### config.mk
export PLATFORM = sky130hd
export DESIGN_NAME = vehicle_drive_mode_controller_core
export DESIGN_NICKNAME = d
export VERILOG_FILES = /design/src/design/vdmc_pkg.sv /design/src/design/vdmc_cfg_regs.sv /design/src/design/vdmc_mode_core.sv /design/src/design/vehicle_drive_mode_controller_core.sv
export SDC_FILE = /design/constraint.sdc
export NUM_CORES = 1
export LEC_CHECK = 0
export BUFFER_PORTS_ARGS = -buffer_cell sky130_fd_sc_hd__buf_4
export CORE_MARGIN = 1
export CORE_UTILIZATION = 40
export CTS_BUF_LIST = sky130_fd_sc_hd__clkbuf_16
export DETAILED_ROUTE_END_ITERATION = 10
export HOLD_SLACK_MARGIN = 0.03
export SYNTH_ARGS = -nofsm -noshare
export SYNTH_HDL_FRONTEND = slang
export SYNTH_SLANG_ARGS = --single-unit
### constraint.sdc
create_clock -name aclk -period 10.4 [get_ports aclk]
set_input_delay 0.52 -clock aclk [delete_from_list [all_inputs] [get_ports aclk]]
set_output_delay 0.52 -clock aclk [all_outputs]
set_load 0.02 [all_outputs]
### src/design/vdmc_pkg.sv
// Shared types and constants for the vehicle drive mode controller.
package vdmc_pkg;

    localparam int S_TDATA_W = 16;
    localparam int M_TDATA_W = 16;
    localparam int CFG_INDEX_W = 2;
    localparam int CFG_DATA_W = 16;

    localparam int DISCOVERY_W = 16;
    localparam int DEBOUNCE_W = 8;
    localparam int INFO_W = 6;

    typedef enum logic [2:0] {
        MODE_BOOT   = 3'd0,
        MODE_CONFIG = 3'd1,
        MODE_READY  = 3'd2,
        MODE_ON     = 3'd3,
        MODE_FAULT  = 3'd4
    } mode_t;

    localparam logic [1:0] WIFI_NONE    = 2'd0;
    localparam logic [1:0] WIFI_ENABLE  = 2'd1;
    localparam logic [1:0] WIFI_DISABLE = 2'd2;

    localparam logic [1:0] LOG_NONE  = 2'd0;
    localparam logic [1:0] LOG_START = 2'd1;
    localparam logic [1:0] LOG_STOP  = 2'd2;

    localparam logic [1:0] ERR_NONE           = 2'd0;
    localparam logic [1:0] ERR_SAFETY_MISSING = 2'd1;
    localparam logic [1:0] ERR_INFO_MISSING   = 2'd2;

    localparam logic [CFG_INDEX_W-1:0] CFG_DISCOVERY_TICKS = 2'd0;
    localparam logic [CFG_INDEX_W-1:0] CFG_DEBOUNCE_TICKS  = 2'd1;
    localparam logic [CFG_INDEX_W-1:0] CFG_WIFI_ON_RUN     = 2'd2;

    localparam logic [DISCOVERY_W-1:0] DISCOVERY_RESET = 16'd200;
    localparam logic [DEBOUNCE_W-1:0]  DEBOUNCE_RESET  = 8'd5;

    localparam logic [INFO_W-1:0] INFO_ALL_PRESENT = 6'h3F;

    typedef struct packed {
        logic [DISCOVERY_W-1:0] discovery_ticks;
        logic [DEBOUNCE_W-1:0]  debounce_ticks;
        logic                   wifi_on_while_running;
    } cfg_t;

    typedef struct packed {
        logic              button_raw;
        logic              ready_request;
        logic              stop_request;
        logic              error_latched;
        logic              logger_recording;
        logic              safety_node_failed;
        logic              safety_nodes_healthy;
        logic              nodes_configured;
        logic [INFO_W-1:0] informative_present;
    } in_item_t;

    typedef struct packed {
        mode_t      vehicle_mode;
        logic       mode_changed;
        logic [1:0] wifi_command;
        logic [1:0] logger_command;
        logic [1:0] error_report;
    } result_t;

endpackage

### src/design/vdmc_cfg_regs.sv
// Configuration register file of the drive mode controller.
module vdmc_cfg_regs (
    input  logic                               aclk,
    input  logic                               aresetn,
    input  logic                               cfg_valid,
    input  logic [vdmc_pkg::CFG_INDEX_W-1:0]   cfg_index,
    input  logic [vdmc_pkg::CFG_DATA_W-1:0]    cfg_data,
    output vdmc_pkg::cfg_t                     cfg
);
    import vdmc_pkg::*;

    cfg_t cfg_reg;

    always_ff @(posedge aclk) begin
        if (!aresetn) begin
            cfg_reg.discovery_ticks       <= DISCOVERY_RESET;
            cfg_reg.debounce_ticks        <= DEBOUNCE_RESET;
            cfg_reg.wifi_on_while_running <= 1'b1;
        end else if (cfg_valid) begin
            case (cfg_index)
                CFG_DISCOVERY_TICKS: begin
                    cfg_reg.discovery_ticks <= cfg_data[DISCOVERY_W-1:0];
                end
                CFG_DEBOUNCE_TICKS: begin
                    cfg_reg.debounce_ticks <= cfg_data[DEBOUNCE_W-1:0];
                end
                CFG_WIFI_ON_RUN: begin
                    cfg_reg.wifi_on_while_running <= cfg_data[0];
                end
                default: begin
                    // drop writes outside the register list
                end
            endcase
        end
    end

    assign cfg = cfg_reg;

endmodule

### src/design/vdmc_mode_core.sv
// Mode state machine, request latches, tick counter and button debounce.
module vdmc_mode_core #(
    parameter int TICK_BITS = 32
) (
    input  logic                 aclk,
    input  logic                 aresetn,
    input  logic                 step,
    input  vdmc_pkg::in_item_t   item,
    input  vdmc_pkg::cfg_t       cfg,
    output vdmc_pkg::result_t    res
);
    import vdmc_pkg::*;

    mode_t                mode_reg, mode_next;
    logic                 ready_pending_reg, ready_pending_next;
    logic                 shutdown_pending_reg, shutdown_pending_next;
    logic [TICK_BITS-1:0] tick_now_reg, tick_now_next;
    logic                 button_last_raw_reg, button_last_raw_next;
    logic                 button_stable_reg, button_stable_next;
    logic [TICK_BITS-1:0] button_change_tick_reg, button_change_tick_next;

    logic [TICK_BITS-1:0] button_age;
    logic                 debounce_done;
    logic                 window_done;
    logic                 changed;
    logic [1:0]           report;

    assign button_age    = tick_now_reg - button_change_tick_reg;
    assign debounce_done = !(button_age < TICK_BITS'(cfg.debounce_ticks));
    assign window_done   = !(tick_now_reg < TICK_BITS'(cfg.discovery_ticks));
    assign tick_now_next = tick_now_reg + TICK_BITS'(1);

    always_ff @(posedge aclk) begin
        if (!aresetn) begin
            mode_reg               <= MODE_BOOT;
            ready_pending_reg      <= 1'b0;
            shutdown_pending_reg   <= 1'b0;
            tick_now_reg           <= '0;
            button_last_raw_reg    <= 1'b0;
            button_stable_reg      <= 1'b0;
            button_change_tick_reg <= '0;
        end else if (step) begin
            mode_reg               <= mode_next;
            ready_pending_reg      <= ready_pending_next;
            shutdown_pending_reg   <= shutdown_pending_next;
            tick_now_reg           <= tick_now_next;
            button_last_raw_reg    <= button_last_raw_next;
            button_stable_reg      <= button_stable_next;
            button_change_tick_reg <= button_change_tick_next;
        end
    end

    always_comb begin
        mode_next               = mode_reg;
        report                  = ERR_NONE;
        ready_pending_next      = ready_pending_reg | item.ready_request;
        shutdown_pending_next   = shutdown_pending_reg | item.stop_request;
        button_last_raw_next    = button_last_raw_reg;
        button_stable_next      = button_stable_reg;
        button_change_tick_next = button_change_tick_reg;

        if (item.error_latched && mode_reg != MODE_FAULT) begin
            mode_next = MODE_FAULT;
        end else begin
            case (mode_reg)
                MODE_BOOT: begin
                    if (item.safety_node_failed) begin
                        report    = ERR_SAFETY_MISSING;
                        mode_next = MODE_FAULT;
                    end else if (window_done) begin
                        if (item.safety_nodes_healthy) begin
                            if (item.informative_present != INFO_ALL_PRESENT) begin
                                report = ERR_INFO_MISSING;
                            end
                            mode_next = MODE_CONFIG;
                        end else begin
                            report    = ERR_SAFETY_MISSING;
                            mode_next = MODE_FAULT;
                        end
                    end
                end
                MODE_CONFIG: begin
                    if (item.nodes_configured) begin
                        mode_next = MODE_READY;
                    end
                end
                MODE_READY: begin
                    if (ready_pending_next) begin
                        ready_pending_next = 1'b0;
                        mode_next          = MODE_ON;
                    end else if (item.button_raw != button_last_raw_reg) begin
                        // restart the stability window on any raw change
                        button_last_raw_next    = item.button_raw;
                        button_change_tick_next = tick_now_reg;
                    end else if (debounce_done) begin
                        button_stable_next = item.button_raw;
                        if (item.button_raw && !button_stable_reg) begin
                            mode_next = MODE_ON;
                        end
                    end
                end
                MODE_ON: begin
                    if (!item.logger_recording || shutdown_pending_next) begin
                        shutdown_pending_next = 1'b0;
                        mode_next             = MODE_READY;
                    end
                end
                default: begin
                end
            endcase
        end

        changed = (mode_next != mode_reg);

        res.vehicle_mode   = mode_next;
        res.mode_changed   = changed;
        res.error_report   = report;
        res.wifi_command   = WIFI_NONE;
        res.logger_command = LOG_NONE;
        if (changed) begin
            res.wifi_command = (mode_next == MODE_ON && !cfg.wifi_on_while_running)
                               ? WIFI_DISABLE : WIFI_ENABLE;
            case (mode_next)
                MODE_ON:    res.logger_command = LOG_START;
                MODE_READY: res.logger_command = LOG_STOP;
                MODE_FAULT: res.logger_command = LOG_STOP;
                default:    res.logger_command = LOG_NONE;
            endcase
        end
    end

endmodule

### src/design/vehicle_drive_mode_controller_core.sv
// Top level of the vehicle drive mode controller: stream ports and pipeline registers.
//
// One input word per control tick arrives on the s_ stream; each word gives
// exactly one result word on the m_ stream, in order. The word is held in an
// input register, the mode logic evaluates it combinationally and the result
// lands in an output register that drives m_tvalid and m_tdata. One word is
// accepted every cycle while the receiver keeps up.
// When m_tready is low the result register holds its word and the input
// register fills; s_tready then falls until the result is taken.
// The cfg_ channel writes one register per handshake (index 0 discovery
// ticks, 1 debounce ticks, 2 wifi-on-while-running); cfg_ready is always
// high and writes take effect the next cycle. Write only while no word is
// in flight.
// Reset (aresetn low at a clock edge) empties both registers, puts the mode
// in boot, clears the request latches, the tick counter and the debounce
// state, and restores the register defaults.
module vehicle_drive_mode_controller_core #(
    parameter int TICK_BITS = 32
) (
    input  logic                              aclk,
    input  logic                              aresetn,
    input  logic                              s_tvalid,
    output logic                              s_tready,
    // [0] button_raw, [1] ready_request, [2] stop_request,
    // [3] error_latched, [4] logger_recording, [5] safety_node_failed,
    // [6] safety_nodes_healthy, [7] nodes_configured,
    // [13:8] informative_present, [15:14] zero
    input  logic [vdmc_pkg::S_TDATA_W-1:0]    s_tdata,
    output logic                              m_tvalid,
    input  logic                              m_tready,
    // [2:0] vehicle_mode, [3] mode_changed, [5:4] wifi_command,
    // [7:6] logger_command, [9:8] error_report, [15:10] zero
    output logic [vdmc_pkg::M_TDATA_W-1:0]    m_tdata,
    input  logic                              cfg_valid,
    output logic                              cfg_ready,
    input  logic [vdmc_pkg::CFG_INDEX_W-1:0]  cfg_index,
    input  logic [vdmc_pkg::CFG_DATA_W-1:0]   cfg_data
);
    import vdmc_pkg::*;

    logic     in_valid_reg;
    in_item_t in_item_reg;
    in_item_t s_item;
    logic     out_valid_reg;
    result_t  out_res_reg;
    result_t  res;
    cfg_t     cfg;
    logic     advance;

    assign advance   = in_valid_reg && (!out_valid_reg || m_tready);
    assign s_tready  = !in_valid_reg || advance;
    assign cfg_ready = 1'b1;

    always_comb begin
        s_item.button_raw           = s_tdata[0];
        s_item.ready_request        = s_tdata[1];
        s_item.stop_request         = s_tdata[2];
        s_item.error_latched        = s_tdata[3];
        s_item.logger_recording     = s_tdata[4];
        s_item.safety_node_failed   = s_tdata[5];
        s_item.safety_nodes_healthy = s_tdata[6];
        s_item.nodes_configured     = s_tdata[7];
        s_item.informative_present  = s_tdata[8 +: INFO_W];
    end

    always_ff @(posedge aclk) begin
        if (!aresetn) begin
            in_valid_reg  <= 1'b0;
            out_valid_reg <= 1'b0;
        end else begin
            if (s_tvalid && s_tready) begin
                in_valid_reg <= 1'b1;
            end else if (advance) begin
                in_valid_reg <= 1'b0;
            end
            if (advance) begin
                out_valid_reg <= 1'b1;
            end else if (m_tready) begin
                out_valid_reg <= 1'b0;
            end
        end
    end

    // payload registers: hold unless a new word moves in
    always_ff @(posedge aclk) begin
        if (s_tvalid && s_tready) begin
            in_item_reg <= s_item;
        end
        if (advance) begin
            out_res_reg <= res;
        end
    end

    vdmc_cfg_regs u_cfg_regs (
        .aclk      (aclk),
        .aresetn   (aresetn),
        .cfg_valid (cfg_valid),
        .cfg_index (cfg_index),
        .cfg_data  (cfg_data),
        .cfg       (cfg)
    );

    vdmc_mode_core #(
        .TICK_BITS (TICK_BITS)
    ) u_mode_core (
        .aclk    (aclk),
        .aresetn (aresetn),
        .step    (advance),
        .item    (in_item_reg),
        .cfg     (cfg),
        .res     (res)
    );

    assign m_tvalid = out_valid_reg;
    assign m_tdata  = {6'd0, out_res_reg.error_report, out_res_reg.logger_command,
                       out_res_reg.wifi_command, out_res_reg.mode_changed,
                       out_res_reg.vehicle_mode};

endmodule

==> impl_metrics.json <==
{
  "fraction_of_final_layout_cells_sized_beyond_drive_strength_1": 0.0981,
  "detail-route-antenna-nets": 0,
  "floorplan.rows": 50,
  "timing.hold.worst.start": "s_tdata[13]",
  "syn-cell-area_mm2": 0.00787,
  "antenna_fix_cells": 0,
  "grt.overflow.total": 0,
  "cp_slowest_cell": "sky130_fd_sc_hd__or4_4",
  "routed_wire_length_per_instance_um": 15.0,
  "design.final.nets": 1090,
  "finalSetupViolCount": 0,
  "first_global_vias": 6532,
  "launch_instance_of_the_worst_register_to_register_path": "u_mode_core.tick_now_reg[0]$_SDFFE_PN0P_",
  "critical_path.max_fanout": 5,
  "pre_cts_slack_ns": 5.28,
  "maxClockFrequency_mhz": 194,
  "run_status": "complete, no violations",
  "worst_r2r_endpoint": "m_tdata[3]$_DFFE_PP_",
  "seq_area_frac_synth": 0.341,
  "drt-initial-drc-count": 447,
  "via_per_inst": 5.31,
  "ios": 58,
  "area_growth_from_synthesis_to_final_layout_pct": 14.1,
  "finalWorstPathRequiredPeriod_ns": 5.17,
  "dominant_cell_type_by_area_after_synthesis": "sky130_fd_sc_hd__dfxtp_1",
  "timing.clock.skew_ns": 0.00856,
  "postLayoutCoreUtil": 0.472,
  "timing_hold_violations_final": 0,
  "max_cap_viol_count": 0,
  "grt_max_degree": 102,
  "total_negative_slack_ns": 0,
  "leakagePower_nw": 3.83,
  "max_stage_delay_ns": 0.54,
  "place.port_buffers": 48,
  "critical_path_endpoint_category": "register",
  "gpl.final_weighted_congestion": 0.906,
  "setup.reg_to_reg.worst_slack_ns": 5.23,
  "total_power_mw": 1.21,
  "max_ir_drop_vdd_v": 0.000111,
  "postSynth.topFlopCell": "sky130_fd_sc_hd__dfxtp_1",
  "cts-resized-gates": 0,
  "worst-endpoint-required_ns": 10.55,
  "cts-htree-levels": 4,
  "clkLatencyLatePin_ns": 0.41,
  "grt_first_pass_wirelength_um": 31900,
  "fp.dieArea_mm2": 0.0202,
  "syn_avg_cell_area_um2": 8.08,
  "worstHoldEndpoint": "in_item_reg[5]$_DFFE_PP_",
  "cts_hold_buffers": 0,
  "clockRootBuffer": "sky130_fd_sc_hd__clkbuf_16",
  "timing_worst_slew_pin_value_ns": 1.18,
  "firstDrtPassIters": 4,
  "final.setup.worst_slack_ns": 5.23,
  "antenna_found_initial": 0,
  "synth_cell_type_count": 74,
  "worst-r2r-cell-count": 18,
  "path_delay_family": "simple AND/OR/NAND/NOR gates",
  "worstPathBufferInverterCount": 1,
  "synth_enable_flop_cells": 24,
  "setup.worst_path.class": "register to register",
  "synth_top_area_share": 0.249,
  "worstHoldPathCells": 1,
  "critical_path.startpoint_type": "register",
  "drt_drc_violations_left": 0,
  "cp_cell_sequence": "inv_1, ha_1, fa_1, nand2b_1, a21oi_1, nor2_1, xnor2_1, ha_1, a21oi_1, o22ai_1, a311oi_2, o221ai_1, or3_1, or4_4, a2111oi_4, nand4_1, nand3_2, mux2i_1",
  "max_buffers_root_to_sink": 2,
  "grtUsageTotal": 0.199,
  "post_cts_clock_slew_at_the_launch_and_capture_registers_of_the_worst_setup_and_hold_paths_ns": 0.06,
  "ys_top_cells_by_area": "sky130_fd_sc_hd__dfxtp_1, sky130_fd_sc_hd__edfxtp_1, sky130_fd_sc_hd__ha_1",
  "synth_async_sr_flop_share": 0,
  "initial_util": 0.414,
  "detailroute.via_count": 6734,
  "timing.slew.headroom": 0.210,
  "synth_warnings": 0,
  "drt_wl_total_um": 19100,
  "placed_area_mm2": 0.00834,
  "cp_data_arrival_time_ns": 5.32,
  "detailed_place_hpwl_um": 14200,
  "drv_slew": 0,
  "rsz0062_at_grt": "false",
  "core_area_mm2": 0.0190,
  "fp.dieH_um": 142,
  "post_route_clock_period_utilization": 0.497,
  "power.density_cell_area_mw_per_mm2": 135,
  "die_width_um": 142,
  "total_clock_sinks": 122,
  "post-cts-setup-buffer-count": 0,
  "ys_ff_latch": 122,
  "clock_tree_from_tritoncts": "built",
  "syn_inst": 974,
  "final_area_mm2": 0.00898,
  "min-delay-path-class": "input pin to register",
  "cts-buffers-inserted": 17
}
-- metrics by stage --
stage	hold WS, ns	std cells
floorplan	0.429	979
global placement	0.447	1237
detailed placement	0.455	1237
CTS	0.267	1269
global route	0.266	1269
finish	0.277	1269
-- worst max-delay path by stage --
stage | from | end | slack [ns] | cells after the start
6_report | u_mode_core.tick_now_reg[0]$_SDFFE_PN0P_ | m_tdata[3]$_DFFE_PP_ | 5.23 | 18
5_1_grt | u_mode_core.tick_now_reg[0]$_SDFFE_PN0P_ | m_tdata[3]$_DFFE_PP_ | 4.81 | 18
4_1_cts | u_mode_core.tick_now_reg[0]$_SDFFE_PN0P_ | m_tdata[3]$_DFFE_PP_ | 5.26 | 18
3_5_place_dp | u_mode_core.tick_now_reg[0]$_SDFFE_PN0P_ | m_tdata[3]$_DFFE_PP_ | 5.28 | 18
3_3_place_gp | u_mode_core.tick_now_reg[0]$_SDFFE_PN0P_ | m_tdata[3]$_DFFE_PP_ | 5.30 | 18
2_1_floorplan | u_mode_core.tick_now_reg[0]$_SDFFE_PN0P_ | m_tdata[3]$_DFFE_PP_ | 6.04 | 18
-- cell families (layout without fill, tap and decap cells) --
group                    count (synthesis)  after routing  share of synthesized area
AO/OA/AOI/OAI                          232            232                      0.203
adder cells (fa/ha/maj)                 55             55                     0.0884
AND/OR/NAND/NOR                        388            388                      0.238
multiplexers                            17             17                     0.0221
XOR/XNOR                                38             38                     0.0423
other                                    2              7                   0.000955
buffers and inverters                  120            150                     0.0642
flip-flops                             122            122                      0.341
-- layer usage --
layer / wire length (um) / track usage / part of all wire
met3: 593 / 0.0279 / 0.031
met1: 9450 / 0.267 / 0.49
met4: 409 / 0.0707 / 0.021
met5: 0 / 0 / 0
met2: 8640 / 0.324 / 0.45
-- synth_stat cells, types with 16 or more instances --
cell                       count
sky130_fd_sc_hd__clkbuf_1     36
sky130_fd_sc_hd__a21oi_1      51
sky130_fd_sc_hd__xnor2_1      28
sky130_fd_sc_hd__nand2_1     173
sky130_fd_sc_hd__a21boi_0     54
sky130_fd_sc_hd__nand3_1      27
sky130_fd_sc_hd__a21o_1       16
sky130_fd_sc_hd__o21ai_0      36
sky130_fd_sc_hd__nand4_1      29
sky130_fd_sc_hd__nor2_1       47
sky130_fd_sc_hd__edfxtp_1     24
sky130_fd_sc_hd__and2_1       28
sky130_fd_sc_hd__o21a_1       17
sky130_fd_sc_hd__ha_1         54
sky130_fd_sc_hd__inv_1        69
sky130_fd_sc_hd__dfxtp_1      98
-- final cells by class --
class	instances	area [um2]
fillers	1928	10000
multi-input cells	737	4710
flip-flops and latches	122	2680
clock buffers	17	425
repair buffers	49	368
well taps	260	325
inverters	69	259
clock inverters	15	210
-- report_power, final --
group | leakage (nW) | internal (mW) | switching (mW) | total [mW]
sequential | 1.02 | 0.493 | 0.00597 | 0.499
clock | 0.308 | 0.406 | 0.226 | 0.632
combinational | 2.50 | 0.0351 | 0.0417 | 0.0768
-- cells in the final DEF (no fill, tap or decap), types with 27 or more instances in the layout --
master and n:
sky130_fd_sc_hd__nand2_1 173, sky130_fd_sc_hd__dfxtp_1 98, sky130_fd_sc_hd__inv_1 69, sky130_fd_sc_hd__a21boi_0 54
sky130_fd_sc_hd__ha_1 54, sky130_fd_sc_hd__a21oi_1 51, sky130_fd_sc_hd__buf_4 49, sky130_fd_sc_hd__nor2_1 47
sky130_fd_sc_hd__o21ai_0 36, sky130_fd_sc_hd__nand4_1 29, sky130_fd_sc_hd__and2_1 28, sky130_fd_sc_hd__xnor2_1 28
sky130_fd_sc_hd__nand3_1 27
(Power assumes the default switching activity.)
